===== src/hdl/rds_pkg.sv =====
// ----------------------------------------------------------------------------
// rds_pkg
// Types and constants shared by the 2x2 RGB downsampler.
// ----------------------------------------------------------------------------
`default_nettype none

package rds_pkg;

  localparam int DEFAULT_MAX_WIDTH  = 2048;
  localparam int DEFAULT_MAX_HEIGHT = 2048;

  localparam int CFG_INDEX_W = 1;
  localparam int CFG_DATA_W  = 12;

  localparam logic [CFG_INDEX_W-1:0] REG_IMAGE_WIDTH  = 1'b0;
  localparam logic [CFG_INDEX_W-1:0] REG_IMAGE_HEIGHT = 1'b1;

  localparam logic [CFG_DATA_W-1:0] RESET_IMAGE_WIDTH  = 12'd640;
  localparam logic [CFG_DATA_W-1:0] RESET_IMAGE_HEIGHT = 12'd480;

  localparam int QUEUE_DEPTH = 4;
  localparam int LEVEL_W     = $clog2(QUEUE_DEPTH + 1);

  typedef struct packed {
    logic [7:0] red_in;
    logic [7:0] green_in;
    logic [7:0] blue_in;
  } pixel_t;

  typedef struct packed {
    logic [7:0] red_out;
    logic [7:0] green_out;
    logic [7:0] blue_out;
    logic       frame_last;
  } result_t;

  // horizontal pair sums, one per channel
  typedef struct packed {
    logic [8:0] red;
    logic [8:0] green;
    logic [8:0] blue;
  } sums_t;

  typedef struct packed {
    sums_t line;
    sums_t pair;
    logic  last;
  } job_t;

  typedef struct packed {
    logic [LEVEL_W-1:0] level;
    logic               empty;
  } queue_stat_t;

endpackage

`default_nettype wire


===== src/hdl/rds_fifo.sv =====
// ----------------------------------------------------------------------------
// rds_fifo
// Short job queue between the front and back parts.
// ----------------------------------------------------------------------------
`default_nettype none

module rds_fifo import rds_pkg::*; (
  input  wire logic  clk,
  input  wire logic  rst,
  input  wire logic  push,
  input  wire job_t  push_job,
  input  wire logic  pop,
  output job_t       head_job,
  output queue_stat_t queue_stat
);

  localparam int PW = (QUEUE_DEPTH > 1) ? $clog2(QUEUE_DEPTH) : 1;

  job_t               q [QUEUE_DEPTH];
  logic [PW-1:0]      wr_ptr;
  logic [PW-1:0]      rd_ptr;
  logic [LEVEL_W-1:0] level;

  always_ff @(posedge clk) begin
    if (push) begin
      q[wr_ptr] <= push_job;
    end
  end

  always_ff @(posedge clk) begin
    if (rst) begin
      wr_ptr <= '0;
      rd_ptr <= '0;
      level  <= '0;
    end else begin
      if (push) begin
        wr_ptr <= (wr_ptr == PW'(QUEUE_DEPTH - 1)) ? '0 : wr_ptr + PW'(1);
      end
      if (pop) begin
        rd_ptr <= (rd_ptr == PW'(QUEUE_DEPTH - 1)) ? '0 : rd_ptr + PW'(1);
      end
      case ({push, pop})
        2'b10:   level <= level + LEVEL_W'(1);
        2'b01:   level <= level - LEVEL_W'(1);
        default: level <= level;
      endcase
    end
  end

  assign head_job         = q[rd_ptr];
  assign queue_stat.level = level;
  assign queue_stat.empty = (level == '0);

endmodule

`default_nettype wire


===== config.mk =====
export PLATFORM = sky130hd
export DESIGN_NAME = rds_fifo
export DESIGN_NICKNAME = d
export VERILOG_FILES = /design/src/hdl/rds_pkg.sv /design/src/hdl/rds_fifo.sv
export SDC_FILE = /design/constraint.sdc
export NUM_CORES = 1
export LEC_CHECK = 0
export ABC_AREA = 1
export CAP_MARGIN = 10
export CORE_MARGIN = 2
export CORE_UTILIZATION = 62
export CTS_CLUSTER_DIAMETER = 30
export CTS_CLUSTER_SIZE = 28
export DETAILED_ROUTE_END_ITERATION = 7
export DONT_BUFFER_PORTS = 1
export PLACE_DENSITY = 0.75
export SLEW_MARGIN = 20
export SYNTH_ARGS = -nofsm -noshare
export SYNTH_HDL_FRONTEND = slang
export SYNTH_SLANG_ARGS = --single-unit

===== constraint.sdc =====
create_clock -name clk -period 2.3 [get_ports clk]
set_input_delay 0.23 -clock clk [delete_from_list [all_inputs] [get_ports clk]]
set_output_delay 0.23 -clock clk [all_outputs]
set_load 0.01 [all_outputs]

* After elaboration in Yosys (flattened, before gate mapping)
Memories as Yosys holds them, arrays and structs flattened. A register that Yosys moved wholly into a read port is not among the register bits.
Index checks and enable logic that the tools add are counted.
** Word-level totals
- Memory bits (writable) :: 220
- Register bits after elaboration :: 7
- Output and inout port bits :: 59
- Input bits :: 59
- Logic and storage cells :: 21
- Memories :: 1
** Cells by class
- Reduce and logical (&&, ||, !) cells :: 2
- Eq/ne operators :: 4
- Add/sub/neg operators :: 4
- Mux-type cells :: 7
** Memory list
- q :: words 4, width 55, rd ports 1, clocked after memory_dff 1, write ports 1, RTL line rds_fifo.sv:19 : job_t q [QUEUE_DEPTH];
** Operators with widths (count)
- $mux 2 :: 4
- $eq 2x2->1 const B :: 3
- $pmux 3 s2 :: 1
- $add 2x1->2 const B :: 2
- $add 3x1->3 const B :: 1
- $logic_not 3->1 :: 1
- $sub 3x1->3 const B :: 1
- $eq 2x1->1 const B :: 1
- $mux 1 :: 2
- $reduce_bool 2->1 :: 1

* Depth between registers and ports, before layout
- Depth in word-level cells :: 4
- Mapped depth :: 10
- Depth with buffers taken out :: 10

* Least setup slack after synthesis
No wires, ideal clock.
- Path type :: reg-to-reg
- Start point :: register wr_ptr[0]
- End point :: memory q[3][0] in the netlist's numbering (enable)
- Arrival :: 1.662 ns
- Path buffers :: 0
- Slack :: 0.228 ns
- Library setup time :: 0.409 ns
- Clock period less this slack :: 2.072 ns
- Data required time :: 1.891 ns
- Stages on the path, launching flop included :: 4
- Path through :: dfxtp_1 ha_1 nand2_1 inv_1
** RTL lines
- start, declared :: RTL line rds_fifo.sv:20 : logic [PW-1:0] wr_ptr;
- start signal, assigned :: RTL line rds_fifo.sv:37 : wr_ptr <= (wr_ptr == PW'(QUEUE_DEPTH - 1)) ? '0 : wr_ptr + PW'(1);
- end, declared :: RTL line rds_fifo.sv:19
No word-level cell before the write port.

==> results.yml <==
yosys:
  yosysSeqAreaShare_pct: 78.8
  syn-instance-count: 591
  yosysWarningCount: 0
  synthSimpleGateAreaFrac_pct: 5.67
  muxShareOfSynthArea_pct: 0
  ys_types: 19
  yosys_register_bits: 229
  yosys_most_used_dff: "edfxtp_1"
  synth_xor_area_share_pct: 0
  synth_edf_count: 220
  synthesis.area_mm2: 0.00861
  synth-compound-area-share_pct: 10.9
  synthesis.nets: 657
  synthAdderAreaFrac_pct: 1.10
  avgSynthCellArea_um2: 14.6
  async_reset_ff_share_pct: 0
  synth_top_family_by_area: "compound AO/OA/AOI/OAI gates"
power_and_ir_drop:
  power.density_mw_per_mm2: 1050
  p_int_w: 0.00871
  p_leak_nw: 3.67
  p_comb_share_pct: 7.2
  p_total_w: 0.0112
  seqPwrFrac_pct: 43.1
  peakVddDrop_v: 0.000845
  p_sw_w: 0.00250
  swShare_pct: 22.3
  clkPwrFrac_pct: 49.7
grt:
  grt_max_degree: 100
  antenna_found_initial: 0
  globalRoute.totalOverflow: 0
  grt_usage_pct: 25.2
  grt_pass1_vias: 5349
  grt_first_pass_wirelength_mm: 28.1
place:
  portBuffers: 0
  dp_hpwl_mm: 9.83
  place_congestion: 0.777
detailed_routing:
  drt_pass1_iterations: 7
  vias: 5251
  wl_mm: 18.5
  drc: 0
  vias_per_cell: 5.97
  drt_iter0_drc: 381
  drtAntennaViolNets: 0
  wl_per_cell_um: 21.1
sta:
  fin_skew_ps: 11.7
  finalSetupViolations: 0
  max_clock_freq_mhz: 469
  fin_crit_sh_pct: 92.8
  relSlewSlack_pct: 64.2
  rsz0062_at_grt: "no"
  period_needed_ps: 2130
  drv_slew: 0
  hold_viol: 0
  max_slew.worst_pin.slew_ps: 537
  finalSetupTns_ps: 0
floorplan:
  die_h_um: 122
  start_util_pct: 62.7
  die_w_um: 122
  pin_count: 118
  core_area_mm2: 0.0137
  num_rows: 43
  dieArea_mm2: 0.0148
worst_setup_path:
  cp-start-kind: "register"
  crit_path_end_kind: "output port"
  worst_ep_required_time_ps: 2070
  cp_max_fo: 99
  criticalPathCategory: "reg -> out"
  cp.arrival_ps: 1900
cells_and_area:
  drive_gt1_share_pct: 12.2
  fin_nets: 736
  diodes: 0
  final_util_pct: 77.7
  syn2layout_area_growth_pct: 23.9
  layout_commonest_cell: "edfxtp_1"
  layout_common_cells: "edfxtp_1, nor2_1, o21ai_0, dlygate4sd3_1, o22ai_1"
clock_network:
  postCtsSetupRepairBufs: 0
  tritoncts: "yes"
  cts_max_level: 2
  cts.clk_slew.worst_paths_ps: 50
  worstSkewPairLatency_ps: 490
  ctsResizeCount: 0
  clk_path_buf_depth: 3
  cts_buffers: 38
  clockRootBuffer: "clkbuf_16"
  cts_num_sinks: 229
worst_hold_path:
  hold_path_class: "in -> reg"
job:
  drv_cap: 0
outcome:
  status: "finished, final reports clean"
==> per-layer routing <==
metal / track usage (%) / share of wire (%)
met4: 9.34 / 1.8
met3: 6.74 / 7.2
met2: 44.1 / 53
met1: 30.2 / 38
met5: 0 / 0
==> state kept, by name (all words and copies together), names as in the netlist, named ones only <==
signal	count
q	220
level	3
rd_ptr	2
wr_ptr	2
==> cell type report <==
cell class / instances / area (um^2)
Inverter: 18 / 68.8
Multi-Input combinational cell: 309 / 1520
Clock inverter: 25 / 287
Fill cell: 748 / 3050
Clock buffer: 44 / 995
Tap cell: 180 / 225
Timing Repair Buffer: 74 / 776
Sequential cell: 229 / 6790
==> Yosys cell counts (3+ instances only) <==
master | n | area [um^2]
nand2_1 | 8 | 30.0
buf_2 | 4 | 20.0
inv_1 | 15 | 56.3
ha_1 | 6 | 75.1
dfxtp_1 | 9 | 180
nor2_1 | 115 | 432
nor3_1 | 3 | 15.0
inv_2 | 3 | 11.3
a21oi_1 | 5 | 25.0
o21ai_0 | 69 | 345
clkbuf_1 | 18 | 67.6
o21ai_1 | 45 | 225
buf_6 | 12 | 135
o22ai_1 | 55 | 344
edfxtp_1 | 220 | 6610
==> through the flow <==
stage                     worst slack [ps]  std cells  instance area (um^2)  hold slack [ps]
after floorplan                        228        591                  8610              302
after global placement                 757        752                  8800              304
after detailed placement               699        752                  8800              311
after CTS                              179        879                 10700              205
after global routing                  75.6        879                 10700              211
final                                  166        879                 10700              207
==> critical path: stages (launching register included) <==
cell     delay (ps)
dfxtp_4         430
buf_12          370
o21ai_0         190
o22ai_1         410
==> power groups by stage <==
stage / registers (W) / clock network [W] / logic, W
after global routing: 0.00484 / 0.00581 / 0.000882
after CTS: 0.00483 / 0.00562 / 0.000810
after floorplan: 0.00489 / 0 / 0.000516
after detailed placement: 0.00491 / 0 / 0.000685
after global placement: 0.00490 / 0 / 0.000659
final: 0.00483 / 0.00556 / 0.000808
==> logic make-up (layout without fill, tap and decap cells) <==
logic type,Yosys count,count (layout)
simple gates,128,128
buf+inv,53,161
compound gates,174,174
flops,229,229
fa+ha+maj,7,7
==> what timing repair did <==
| item | in CTS | in global routing |
|---|---|---|
| hold buffers | 58 | 0 |
| endpoints found under the hold margin | 229 | 0 |
| setup endpoints to repair | 0 | 0 |
==> path summary, 6_finish.rpt <==
kind / from / endpoint / slack (ps) / cells past startpoint
max: register / head_job[34] / 170 / 3
min: push / q[0][49] / 210 / 2
max reg2reg: wr_ptr[0] / q[2][46] / 720 / 5
min reg2reg: wr_ptr[1] / wr_ptr[1] / 540 / 2
Note: power is estimated with default switching activity, not from simulation.
