### src/hdl/rds_pkg.sv
// ----------------------------------------------------------------------------
// rds_pkg
// Types and constants shared by the 2x2 RGB downsampler.
// ----------------------------------------------------------------------------
`default_nettype none

package rds_pkg;

  localparam int DEFAULT_MAX_WIDTH  = 2048;
  localparam int DEFAULT_MAX_HEIGHT = 2048;

  localparam int CFG_INDEX_W = 1;
  localparam int CFG_DATA_W  = 12;

  localparam logic [CFG_INDEX_W-1:0] REG_IMAGE_WIDTH  = 1'b0;
  localparam logic [CFG_INDEX_W-1:0] REG_IMAGE_HEIGHT = 1'b1;

  localparam logic [CFG_DATA_W-1:0] RESET_IMAGE_WIDTH  = 12'd640;
  localparam logic [CFG_DATA_W-1:0] RESET_IMAGE_HEIGHT = 12'd480;

  localparam int QUEUE_DEPTH = 4;
  localparam int LEVEL_W     = $clog2(QUEUE_DEPTH + 1);

  typedef struct packed {
    logic [7:0] red_in;
    logic [7:0] green_in;
    logic [7:0] blue_in;
  } pixel_t;

  typedef struct packed {
    logic [7:0] red_out;
    logic [7:0] green_out;
    logic [7:0] blue_out;
    logic       frame_last;
  } result_t;

  // horizontal pair sums, one per channel
  typedef struct packed {
    logic [8:0] red;
    logic [8:0] green;
    logic [8:0] blue;
  } sums_t;

  typedef struct packed {
    sums_t line;
    sums_t pair;
    logic  last;
  } job_t;

  typedef struct packed {
    logic [LEVEL_W-1:0] level;
    logic               empty;
  } queue_stat_t;

endpackage

`default_nettype wire

### src/hdl/rds_back.sv
// ----------------------------------------------------------------------------
// rds_back
// Block averaging and output register.
// ----------------------------------------------------------------------------
`default_nettype none

module rds_back import rds_pkg::*; (
  input  wire logic        clk,
  input  wire logic        rst,
  input  wire queue_stat_t queue_stat,
  input  wire job_t        head_job,
  output logic             pop,
  output logic             out_valid,
  input  wire logic        out_stall,
  output result_t          out_data
);

  logic [9:0] red_sum;
  logic [9:0] green_sum;
  logic [9:0] blue_sum;

  assign pop = !queue_stat.empty && (!out_valid || !out_stall);

  assign red_sum   = {1'b0, head_job.line.red}   + {1'b0, head_job.pair.red};
  assign green_sum = {1'b0, head_job.line.green} + {1'b0, head_job.pair.green};
  assign blue_sum  = {1'b0, head_job.line.blue}  + {1'b0, head_job.pair.blue};

  always_ff @(posedge clk) begin
    if (rst) begin
      out_valid <= 1'b0;
    end else if (pop) begin
      out_valid <= 1'b1;
    end else if (!out_stall) begin
      out_valid <= 1'b0;
    end
  end

  always_ff @(posedge clk) begin
    if (pop) begin
      out_data.red_out    <= red_sum[9:2];
      out_data.green_out  <= green_sum[9:2];
      out_data.blue_out   <= blue_sum[9:2];
      out_data.frame_last <= head_job.last;
    end
  end

endmodule

`default_nettype wire

### config.mk
export PLATFORM = sky130hd
export DESIGN_NAME = rds_back
export DESIGN_NICKNAME = d
export VERILOG_FILES = /design/src/hdl/rds_pkg.sv /design/src/hdl/rds_back.sv
export SDC_FILE = /design/constraint.sdc
export NUM_CORES = 1
export LEC_CHECK = 0
export BUFFER_PORTS_ARGS = -buffer_cell sky130_fd_sc_hd__buf_2
export CAP_MARGIN = 20
export CORE_MARGIN = 4
export CORE_UTILIZATION = 40
export CTS_CLUSTER_DIAMETER = 30
export DETAILED_ROUTE_END_ITERATION = 7
export GPL_TIMING_DRIVEN = 0
export PLACE_DENSITY_LB_ADDON = 0.08
export SLEW_MARGIN = 20
export SYNTH_ARGS = -nofsm -noshare
export SYNTH_HDL_FRONTEND = slang
export SYNTH_SLANG_ARGS = --single-unit
### constraint.sdc
create_clock -name clk -period 2.07 [get_ports clk]
set_input_delay 0.1035 -clock clk [delete_from_list [all_inputs] [get_ports clk]]
set_output_delay 0.1035 -clock clk [all_outputs]
set_load 0.02 [all_outputs]
# Word-level counts from Yosys, hierarchy flattened
# Cells that the tools add are included.
[word_totals]
mem_bits_rw = 0
mem_count = 0
mem_bits_ro = 0
word_cells = 16
regBits = 26
latchBits = 0
out_inout_bits = 27
inputBits = 62
[op_classes]
reduce_logical = 5
div = 0
add_sub_neg = 3
multipliers = 0
eq_ne = 1
muxes = 2
n_lt_le_gt_ge = 0
n_shift = 0
bitwise = 0
[ops]
columns = ["op", "n"]
rows = [
  ["9-bit by 9-bit adder with 10-bit output", 3],
  ["1-bit zero test", 3],
  ["1-bit two-way mux", 2],
  ["2-bit != test, second input constant", 1],
  ["1-bit logical AND", 1],
  ["1-bit logical OR", 1],
]

# Logic depth before layout (Yosys ltp)
# Gate-level depths: netlist of run 1.
[depth]
depth_word = 4
ltp_mapped = 5
mapped_depth_nobuf = 5

# Worst setup path before layout of run 1
# No wires, ideal clock.
[synth_timing]
kind = "flip-flop to flip-flop"
start = "register out_valid"
end = "register out_data[0] in the netlist's numbering (enable)"
required_time_ps = 1641
setup_slack_ps = -277
setup_ps = 429
arrival_time_ps = 1918
path_stages_with_launch = 2
n_path_buf = 0
path_cell_list = "dfxtp_1 a21oi_1"
[synth_via]
elab_chain_len = 3
[synth_lines]
columns = ["element", "line", "source"]
rows = [
  ["start, declared", "rds_back.sv:13", "output logic out_valid,"],
  ["start signal, assigned", "rds_back.sv:30", "out_valid <= 1'b0;"],
  ["start signal, assigned", "rds_back.sv:32", "out_valid <= 1'b1;"],
  ["start signal, assigned", "rds_back.sv:34", "out_valid <= 1'b0;"],
  ["1-bit zero test", "rds_back.sv:22", "assign pop = !queue_stat.empty && (!out_valid || !out_stall);"],
  ["1-bit logical OR", "rds_back.sv:22", ""],
  ["1-bit logical AND", "rds_back.sv:22", ""],
  ["via pop", "rds_back.sv:12", "output logic pop,"],
  ["end, declared", "rds_back.sv:15", "output result_t out_data"],
]
# The timed path passes the listed nets, and every way through them passes these cells.
# A chain may end at the register's enable or synchronous reset.

# Final worst setup path of run 1
[layout_timing]
start = "register out_valid"
end = "output pop"
[layout_via]
elab_chain_len = 3
[layout_lines]
columns = ["element", "line"]
rows = [
  ["1-bit zero test", "rds_back.sv:22"],
  ["1-bit logical OR", "rds_back.sv:22"],
  ["1-bit logical AND", "rds_back.sv:22"],
  ["end, declared", "rds_back.sv:12"],
]
# Every way passes these cells.

==> impl_metrics.toml, run 1 <==
[critical_path]
crit_path_cell_trace = "a21oi_4, buf_2"
critPathCaptureType = "primary output"
startpoint_type = "flip-flop"
timing.critical_path.required_ns = 1.97
cpMaxStageDelayCell = "sky130_fd_sc_hd__a21oi_4"
cp_data_arrival_time_ns = 1.60
timing.critical_path.slowest_cell_delay_ns = 0.68
cp_max_fo = 26
crit_type = "reg -> out"
worst_path_dominant_cell_family = "compound AO/OA/AOI/OAI gates"
cp.buffers_inverters = 1

[sta]
setup_tns_ns = 0
relSlewSlack = 0.439
final-max-slew-violation-count = 0
worst_slack_ns = 0.368
worst_pin_slew_ns = 0.840
fmax_ghz = 0.588
period_share = 0.822
finalHoldViolCount = 0
timing.clock.skew_ns = 0.00841
final.min_clock_period_ns = 1.70
final.hold.worst_slack_ns = 0.0118
setup_viol = 0
grt_setup_unrepaired = "false"

[power_and_ir_drop]
power.leakage_uw = 0.00109
power_uw = 1580
vdd_drop_max_uv = 335
power_per_cell_area_nw_per_um2 = 706

[min_path]
worst_hold_path_type = "in -> reg"

[grt]
grt_pass1_wl_um = 5980
grt_overflow = 0
first_global_vias = 1423
grt_antenna_before_repair = 0
grt_start_max_net_pins = 27
groute.usage.overall = 0.140

[logic_synthesis]
mappedNetlistNets = 222
synth_edf_count = 25
synthFlopType = "sky130_fd_sc_hd__edfxtp_1"
postSynth.asyncResetShare = 0
cell_count_after_synthesis = 136
yosysSeqAreaShare = 0.465
number_of_storage_elements_in_the_synthesis_netlist = 26
postSynthAreaPerCell_um2 = 12.2
syn-cell-area_um2 = 1660
ys_warn_count = 0
number_of_distinct_library_cells_after_synthesis = 28

[detailed_routing]
via_per_inst = 5.11
wl_per_cell_um = 13.4
ant_nets = 0
finalWirelength_um = 3710
route.vias.total = 1409
remaining_routing_drc_violations = 0
drt_iter0_drc = 71
number_of_iterations_in_the_first_detailed_routing_pass = 4

[floorplan]
chipWidth_um = 72.4
boundaryPins = 89
row_count = 23
coreArea_um2 = 4000
die_h_um = 72.4
initial_core_util = 0.415
design.die.area_um2 = 5240

[clock_tree]
cts_buffer_depth = 2
post-cts-setup-buffers = 0
worst_skew_pair.late_latency_ns = 0.27
postCtsResizedCells = 0
numCtsBuffers = 3
tritoncts = "yes"
cts-root-buf = "sky130_fd_sc_hd__clkbuf_8"
clock-sinks = 26
path_clk_slew_ns = 0.09
htreeDepth = 1

[layout]
area_of_combinational_cells_with_multiple_inputs_um2 = 888
stdcell_count = 276
insertedDiodeCount = 0
n_fill_cell = 346
sequential_cell_area_um2 = 771
share_of_post_route_cells_with_drive_strength_above_1 = 0.412
design.final.nets = 313
area_growth_pct = 35.0

[placed_design]
port_buffers = 85
placement.setup.worst_slack_ns = 0.286
post_dp_hpwl_um = 3110
placedCellCount = 271
globalplace.congestion = 0.772

[run]
drv_cap = 0

[status]
status = "completed"
[through the flow]
| step | instance area [um2] | util |
|---|---|---|
| floorplan | 1660 | - |
| global placement | 2150 | 0.538 |
| detailed placement | 2160 | 0.540 |
| CTS | 2240 | 0.560 |
| global route | 2240 | 0.560 |
| finish | 2240 | 0.560 |
[cell families (layout without fill, tap and decap cells)]
| kind of cell | count (synthesis) | in the layout | synth area share |
|---|---|---|---|
| xor+xnor | 17 | 17 | 0.0897 |
| flops | 26 | 26 | 0.465 |
| buf+inv | 3 | 93 | 0.00679 |
| fa+ha+maj | 24 | 24 | 0.181 |
| simple gates | 29 | 29 | 0.0860 |
| compound gates | 37 | 37 | 0.172 |
[cells in the final DEF (no fill, tap or decap), types with 2 or more instances in the layout]
cell                       synthesis  layout
sky130_fd_sc_hd__ha_1             24      24
sky130_fd_sc_hd__buf_2             0      85
sky130_fd_sc_hd__nor2_1            9       9
sky130_fd_sc_hd__nand2b_1          2       2
sky130_fd_sc_hd__xor2_1            5       5
sky130_fd_sc_hd__a221oi_1          3       3
sky130_fd_sc_hd__a21o_1            8       8
sky130_fd_sc_hd__and3_1            5       5
sky130_fd_sc_hd__clkbuf_8          0       3
sky130_fd_sc_hd__nand2_1           6       6
sky130_fd_sc_hd__inv_1             3       3
sky130_fd_sc_hd__edfxtp_1         25      25
sky130_fd_sc_hd__a31oi_1           2       2
sky130_fd_sc_hd__a22o_1            2       2
sky130_fd_sc_hd__a211o_1           2       2
sky130_fd_sc_hd__nor3_1            2       2
sky130_fd_sc_hd__nand4_1           2       2
sky130_fd_sc_hd__o211ai_1          2       2
sky130_fd_sc_hd__xnor2_1          12      12
sky130_fd_sc_hd__a21oi_1          12      11
[registers in the layout, indices dropped and copies added (netlist names)]
| register | count |
|---|---|
| out_data | 25 |
| out_valid | 1 |
[worst paths after layout]
path                                  start  cells after the start            to  slack, ns
worst max-delay path              out_valid                      2           pop       0.37
worst min-delay path            head_job[0]                      1   out_data[0]       0.01
worst max register to register    out_valid                      1  out_data[20]       0.67
worst min register to register    out_valid                      2     out_valid       0.52
[final cells by class]
class | count | area share
clock buffers | 3 | 0.0184
clock inverters | 1 | 0.0134
inverters | 3 | 0.00503
multi-input cells | 107 | 0.397
flip-flops and latches | 26 | 0.344
well taps | 50 | 0.0279
repair buffers | 86 | 0.194
[repair_timing]
| action | 4_1_cts | 5_1_grt |
|---|---|---|
| endpoints found under the setup margin | 0 | 0 |
| hold buffers | 1 | 0 |
| hold endpoints to repair | 1 | 0 |
[Yosys cell counts (all sizes together), types with 2 or more instances]
cell type,n,area share
xor2,5,0.026
a21o,8,0.036
inv,3,0.0068
nor3,2,0.0060
nand2b,2,0.0075
o211ai,2,0.0090
edfxtp,25,0.45
a22o,2,0.011
a31oi,2,0.0075
nor2,9,0.020
a21oi,12,0.036
nand4,2,0.0075
and3,5,0.019
a211o,2,0.011
nand2,6,0.014
ha,24,0.18
a221oi,4,0.025
xnor2,12,0.063
[power breakdown]
| part | switching (uW) | internal, uW | total, uW |
|---|---|---|---|
| sequential | 14.4 | 665 | 679 |
| combinational | 272 | 212 | 483 |
| clock | 160 | 258 | 419 |
[per-layer routing]
metal	share of wire	vias up	track usage	wire, um
met2	0.53	50	0.260	1960
met5	0	-	0	0
met1	0.38	645	0.161	1400
li1	-	710	-	-
met3	0.084	4	0.0305	310
met4	0.0094	0	0.0369	35
(Power assumes the default switching activity.)
==> run 2: changes to the inputs <==
Settings changed: CORE_UTILIZATION 40 to 45.
Clock period 2.07 ns to 1.6 ns, I/O delays scaled along.
==> run 2 against run 1 <==
Net effect:
- clock power rose by 29%
- core utilization increased by 9.5 points
- hold slack better by 0.052 ns
- sequential cell count unchanged
==> impl_metrics.toml, run 2 (synthesized netlist as in run 1, its figures left out) <==
[layout]
largest-register = "out_data"
insertedDiodeCount = 0
n_fill_cell = 288
design.final.nets = 315
finalCoreUtilization = 0.655
share_of_post_route_cells_with_drive_strength_above_1 = 0.412
area_of_combinational_cells_with_multiple_inputs_um2 = 897
highest_count_cells_in_the_layout_ignoring_fill_and_taps = "85 x sky130_fd_sc_hd__buf_2, 25 x sky130_fd_sc_hd__edfxtp_1, 24 x sky130_fd_sc_hd__ha_1, 12 x sky130_fd_sc_hd__xnor2_1, 11 x sky130_fd_sc_hd__a21oi_1"
stdcell_count = 274
area_growth_pct = 35.8
reg_top3 = "out_data x25, out_valid x1"
largest_reg_flops = 25
design_area_um2 = 2250
sequential_cell_area_um2 = 771
layout_commonest_cell = "sky130_fd_sc_hd__buf_2"

[clock_tree]
postCtsResizedCells = 0
path_clk_slew_ns = 0.09
clock-sinks = 26
cts-root-buf = "sky130_fd_sc_hd__clkbuf_8"
cts_buffer_depth = 2
numCtsBuffers = 3
post-cts-setup-buffers = 0
htreeDepth = 1
worst_skew_pair.late_latency_ns = 0.27
tritoncts = "yes"

[floorplan]
row_count = 21
die_h_um = 68.7
chipWidth_um = 68.7
initial_core_util = 0.482
boundaryPins = 89
coreArea_um2 = 3440
design.die.area_um2 = 4720

[grt]
grt_start_max_net_pins = 16
grt_overflow = 0
grt_pass1_wl_um = 5830
groute.usage.overall = 0.164
grt_antenna_before_repair = 0
first_global_vias = 1488

[sta]
final.min_clock_period_ns = 1.46
worst_pin_slew_ns = 0.744
finalHoldViolCount = 0
worst_slack_ns = 0.141
setup_viol = 0
final-max-slew-violation-count = 0
grt_setup_unrepaired = "false"
relSlewSlack = 0.504
setup_tns_ns = 0
period_share = 0.912
timing.clock.skew_ns = 0.00228
fmax_ghz = 0.685

[critical_path]
cpMaxStageDelayCell = "sky130_fd_sc_hd__nor3_1"
timing.critical_path.required_ns = 1.63
critPathCaptureType = "flip-flop"
timing.critical_path.slowest_cell_delay_ns = 0.41
startpoint_type = "input pin"
crit_path_cell_trace = "buf_2, ha_1, nor3_1, a211oi_1, a221oi_2, xnor2_1"
crit_type = "in -> reg"
cp_max_fo = 3
cp_data_arrival_time_ns = 1.48

[placed_design]
placement.setup.worst_slack_ns = -0.150
post_dp_hpwl_um = 3020
globalplace.congestion = 0.766
placed_cell_area_um2 = 2150
placedCellCount = 267
port_buffers = 85

[detailed_routing]
remaining_routing_drc_violations = 0
via_per_inst = 5.27
finalWirelength_um = 3710
drt_iter0_drc = 24
ant_nets = 0
route.vias.total = 1444
number_of_iterations_in_the_first_detailed_routing_pass = 6
wl_per_cell_um = 13.5

[power_and_ir_drop]
clkPwrFrac = 0.263
power.leakage_uw = 0.00109
p_seq_frac = 0.429
power.switching_uw = 579
vdd_drop_max_uv = 366
power.combinational.fraction = 0.308
power_per_cell_area_nw_per_um2 = 909
internal_power_contribution_uw = 1470
swShare = 0.283

[run]
drv_cap = 0

[min_path]
worst_hold_path_type = "in -> reg"

[status]
status = "completed"
run 2: cell count changes in the layout (fill, tap and decap cells not counted), sizes merged:
cell         before  now
a21oi            12   13
dlygate4sd3       1    2
run 2: through the flow:
stage,hold slack [ns],power [uW]
2_1_floorplan,0.149,1310
3_3_place_gp,0.236,1500
3_5_place_dp,0.240,1520
4_1_cts,0.0628,2070
5_1_grt,0.0714,2170
6_report,0.0639,2050
run 2: power by group through the flow:
stage	Sequential (uW)	Clock (uW)	Combinational [uW]
detailed placement	896	0	625
finish	879	539	631
global placement	893	0	603
global route	889	581	700
CTS	881	558	636
floorplan	1000	0	312
run 2: path summary, 6_finish.rpt:
path            startpoint      endpoint  slack [ns]  cells past startpoint
max            head_job[3]   out_data[7]        0.14                      6
min          queue_stat[0]     out_valid        0.06                      2
max reg2reg      out_valid  out_data[22]        0.25                      1
min reg2reg      out_valid     out_valid        0.56                      2
run 2: layout make-up:
class / count / share of cell area
Clock buffer: 3 / 0.0183
Clock inverter: 1 / 0.0133
Inverter: 3 / 0.00500
Multi-Input combinational cell: 108 / 0.398
Sequential cell: 26 / 0.342
Tap cell: 46 / 0.0255
Timing Repair Buffer: 87 / 0.198
run 2: critical path: cells and delay by family:
kind,cells,cell delay (ns)
buffers and inverters,1,0.10
XOR/XNOR,1,0.09
adder cells (fa/ha/maj),1,0.32
AND/OR/NAND/NOR,1,0.41
AO/OA/AOI/OAI,2,0.48
run 2: timing repair:
| item | in CTS | in global routing |
|---|---|---|
| hold endpoints to repair | 2 | 0 |
| setup endpoints to repair | 1 | 0 |
| hold buffers | 2 | 0 |
run 2: layer usage:
layer	up-vias	share of wire	GRT usage
li1	714	-	-
met3	6	0.079	0.0276
met4	0	0.016	0.0657
met1	668	0.35	0.161
met2	56	0.56	0.330
met5	-	0	0
==> run 3: changes to the inputs <==
Settings changed: PLACE_DENSITY_LB_ADDON 0.08 to 0.3.
==> run 3 against run 2 <==
Net effect:
- core utilization unchanged
- sequential share of layout area unchanged
- critical path depth did not move
- setup slack worse by 0.023 ns
- largest cell class unchanged
- fmax decreased by 1.6%
- clock-buffer cell count stayed put
- sequential power is essentially flat
- critical path type unchanged
- final cell count did not move
- non-clock buffer count unchanged
==> impl_metrics.toml, run 3 (synthesized netlist as in run 1, its figures left out) <==
[status]
status = "completed"

[grt]
grt_overflow = 0
grt_antenna_before_repair = 0
grt_start_max_net_pins = 16
first_global_vias = 1272
groute.usage.overall = 0.147
grt_pass1_wl_um = 5220

[run]
drv_cap = 0

[min_path]
hold_path_startpoint = "queue_stat[0]"
min_to = "out_valid"
worst_hold_path.num_cells = 2
worst_hold_path_type = "in -> reg"

[sta]
period_share = 0.926
fmax_ghz = 0.675
worst_pin_slew_ns = 0.696
final.hold.worst_slack_ns = 0.0633
timing.clock.skew_ns = 0.00503
grt_setup_unrepaired = "false"
final.min_clock_period_ns = 1.48
setup_viol = 0
final-max-slew-violation-count = 0
worst_slack_ns = 0.118
relSlewSlack = 0.536
finalHoldViolCount = 0

[critical_path]
startpoint_type = "input pin"
internal_reg_to_reg_setup_slack_ns = 0.29
timing.reg2reg.worst_path_depth = 1
cp_data_arrival_time_ns = 1.50
critPathCaptureType = "flip-flop"
timing.rr.end = "out_data[12]"
rr_startpoint = "out_valid"
timing.critical_path.required_ns = 1.62
critical_path.startpoint = "head_job[3]"
crit_type = "in -> reg"
cp_max_fo = 3

[floorplan]
boundaryPins = 89
chipWidth_um = 68.7
initial_core_util = 0.482
die_h_um = 68.7
coreArea_um2 = 3440
design.die.area_um2 = 4720
row_count = 21

[layout]
layout_commonest_cell = "sky130_fd_sc_hd__buf_2"
largest_reg_flops = 25
n_fill_cell = 282
share_of_post_route_cells_with_drive_strength_above_1 = 0.412
design.final.nets = 315
highest_count_cells_in_the_layout_ignoring_fill_and_taps = "85 x sky130_fd_sc_hd__buf_2, 25 x sky130_fd_sc_hd__edfxtp_1, 24 x sky130_fd_sc_hd__ha_1, 12 x sky130_fd_sc_hd__xnor2_1, 11 x sky130_fd_sc_hd__a21oi_1"
finalCoreUtilization = 0.655
stdcell_count = 274
area_growth_pct = 35.8
area_of_combinational_cells_with_multiple_inputs_um2 = 897
reg_top3 = "out_data x25, out_valid x1"
sequential_cell_area_um2 = 771
largest-register = "out_data"
insertedDiodeCount = 0

[detailed_routing]
number_of_iterations_in_the_first_detailed_routing_pass = 4
finalWirelength_um = 3390
remaining_routing_drc_violations = 0
via_per_inst = 5.09
wl_per_cell_um = 12.4
ant_nets = 0
route.vias.total = 1394
drt_iter0_drc = 26

[placed_design]
placement.setup.worst_slack_ns = -0.163
port_buffers = 85
globalplace.congestion = 0.750
post_dp_hpwl_um = 2840
placedCellCount = 267

[power_and_ir_drop]
power_per_cell_area_nw_per_um2 = 900
power.leakage_uw = 0.00109
vdd_drop_max_uv = 459
power_uw = 2030

[clock_tree]
worst_skew_pair.late_latency_ns = 0.26
path_clk_slew_ns = 0.09
htreeDepth = 1
clock-sinks = 26
numCtsBuffers = 3
post-cts-setup-buffers = 0
cts_buffer_depth = 2
cts-root-buf = "sky130_fd_sc_hd__clkbuf_8"
tritoncts = "yes"
[run 3: area by class of cell]
cell class,instances,area share
well taps,46,0.0255
inverters,3,0.00500
repair buffers,87,0.198
clock inverters,1,0.0133
clock buffers,3,0.0183
multi-input cells,108,0.398
flip-flops and latches,26,0.342
[run 3: how the worst max path moves through the flow]
stage,to,slack [ns],cells after the start
global placement,out_data[7],-0.16,6
detailed placement,out_data[7],-0.16,6
floorplan,out_data[7],0.04,5
finish,out_data[7],0.12,6
global route,out_data[7],0.03,6
CTS,out_data[7],0.13,6
[run 3: repair_timing]
item                                    4_1_cts  5_1_grt
gates resized for setup                       0        0
endpoints found under the setup margin        1        0
endpoints found under the hold margin         2        0
hold buffers                                  2        0
[run 3: stage by stage]
stage | cell area, um2 | setup TNS (ns)
finish | 2250 | 0
floorplan | 1670 | 0
global route | 2250 | 0
CTS | 2250 | 0
detailed placement | 2150 | -0.700
global placement | 2150 | -0.603
[run 3: worst max-delay path, cell delays in order]
cell	delay, ns
sky130_fd_sc_hd__buf_2	0.10
sky130_fd_sc_hd__ha_1	0.32
sky130_fd_sc_hd__nor3_1	0.43
sky130_fd_sc_hd__a211oi_1	0.15
sky130_fd_sc_hd__a221oi_2	0.33
sky130_fd_sc_hd__xnor2_1	0.09
[run 3: where the power goes]
group          leakage [uW]  switching [uW]  internal [uW]
clock             0.0000357             190            334
sequential         0.000250            17.9            859
combinational      0.000806             350            276
[run 3: layer usage]
| metal | part of all wire | global-route usage | wire, um | up-vias |
|---|---|---|---|---|
| met3 | 0.077 | 0.0243 | 260 | 2 |
| met5 | 0 | 0 | 0 | - |
| met2 | 0.53 | 0.281 | 1800 | 45 |
| met4 | 0.010 | 0.0584 | 34 | 0 |
| li1 | - | - | - | 718 |
| met1 | 0.38 | 0.159 | 1290 | 629 |
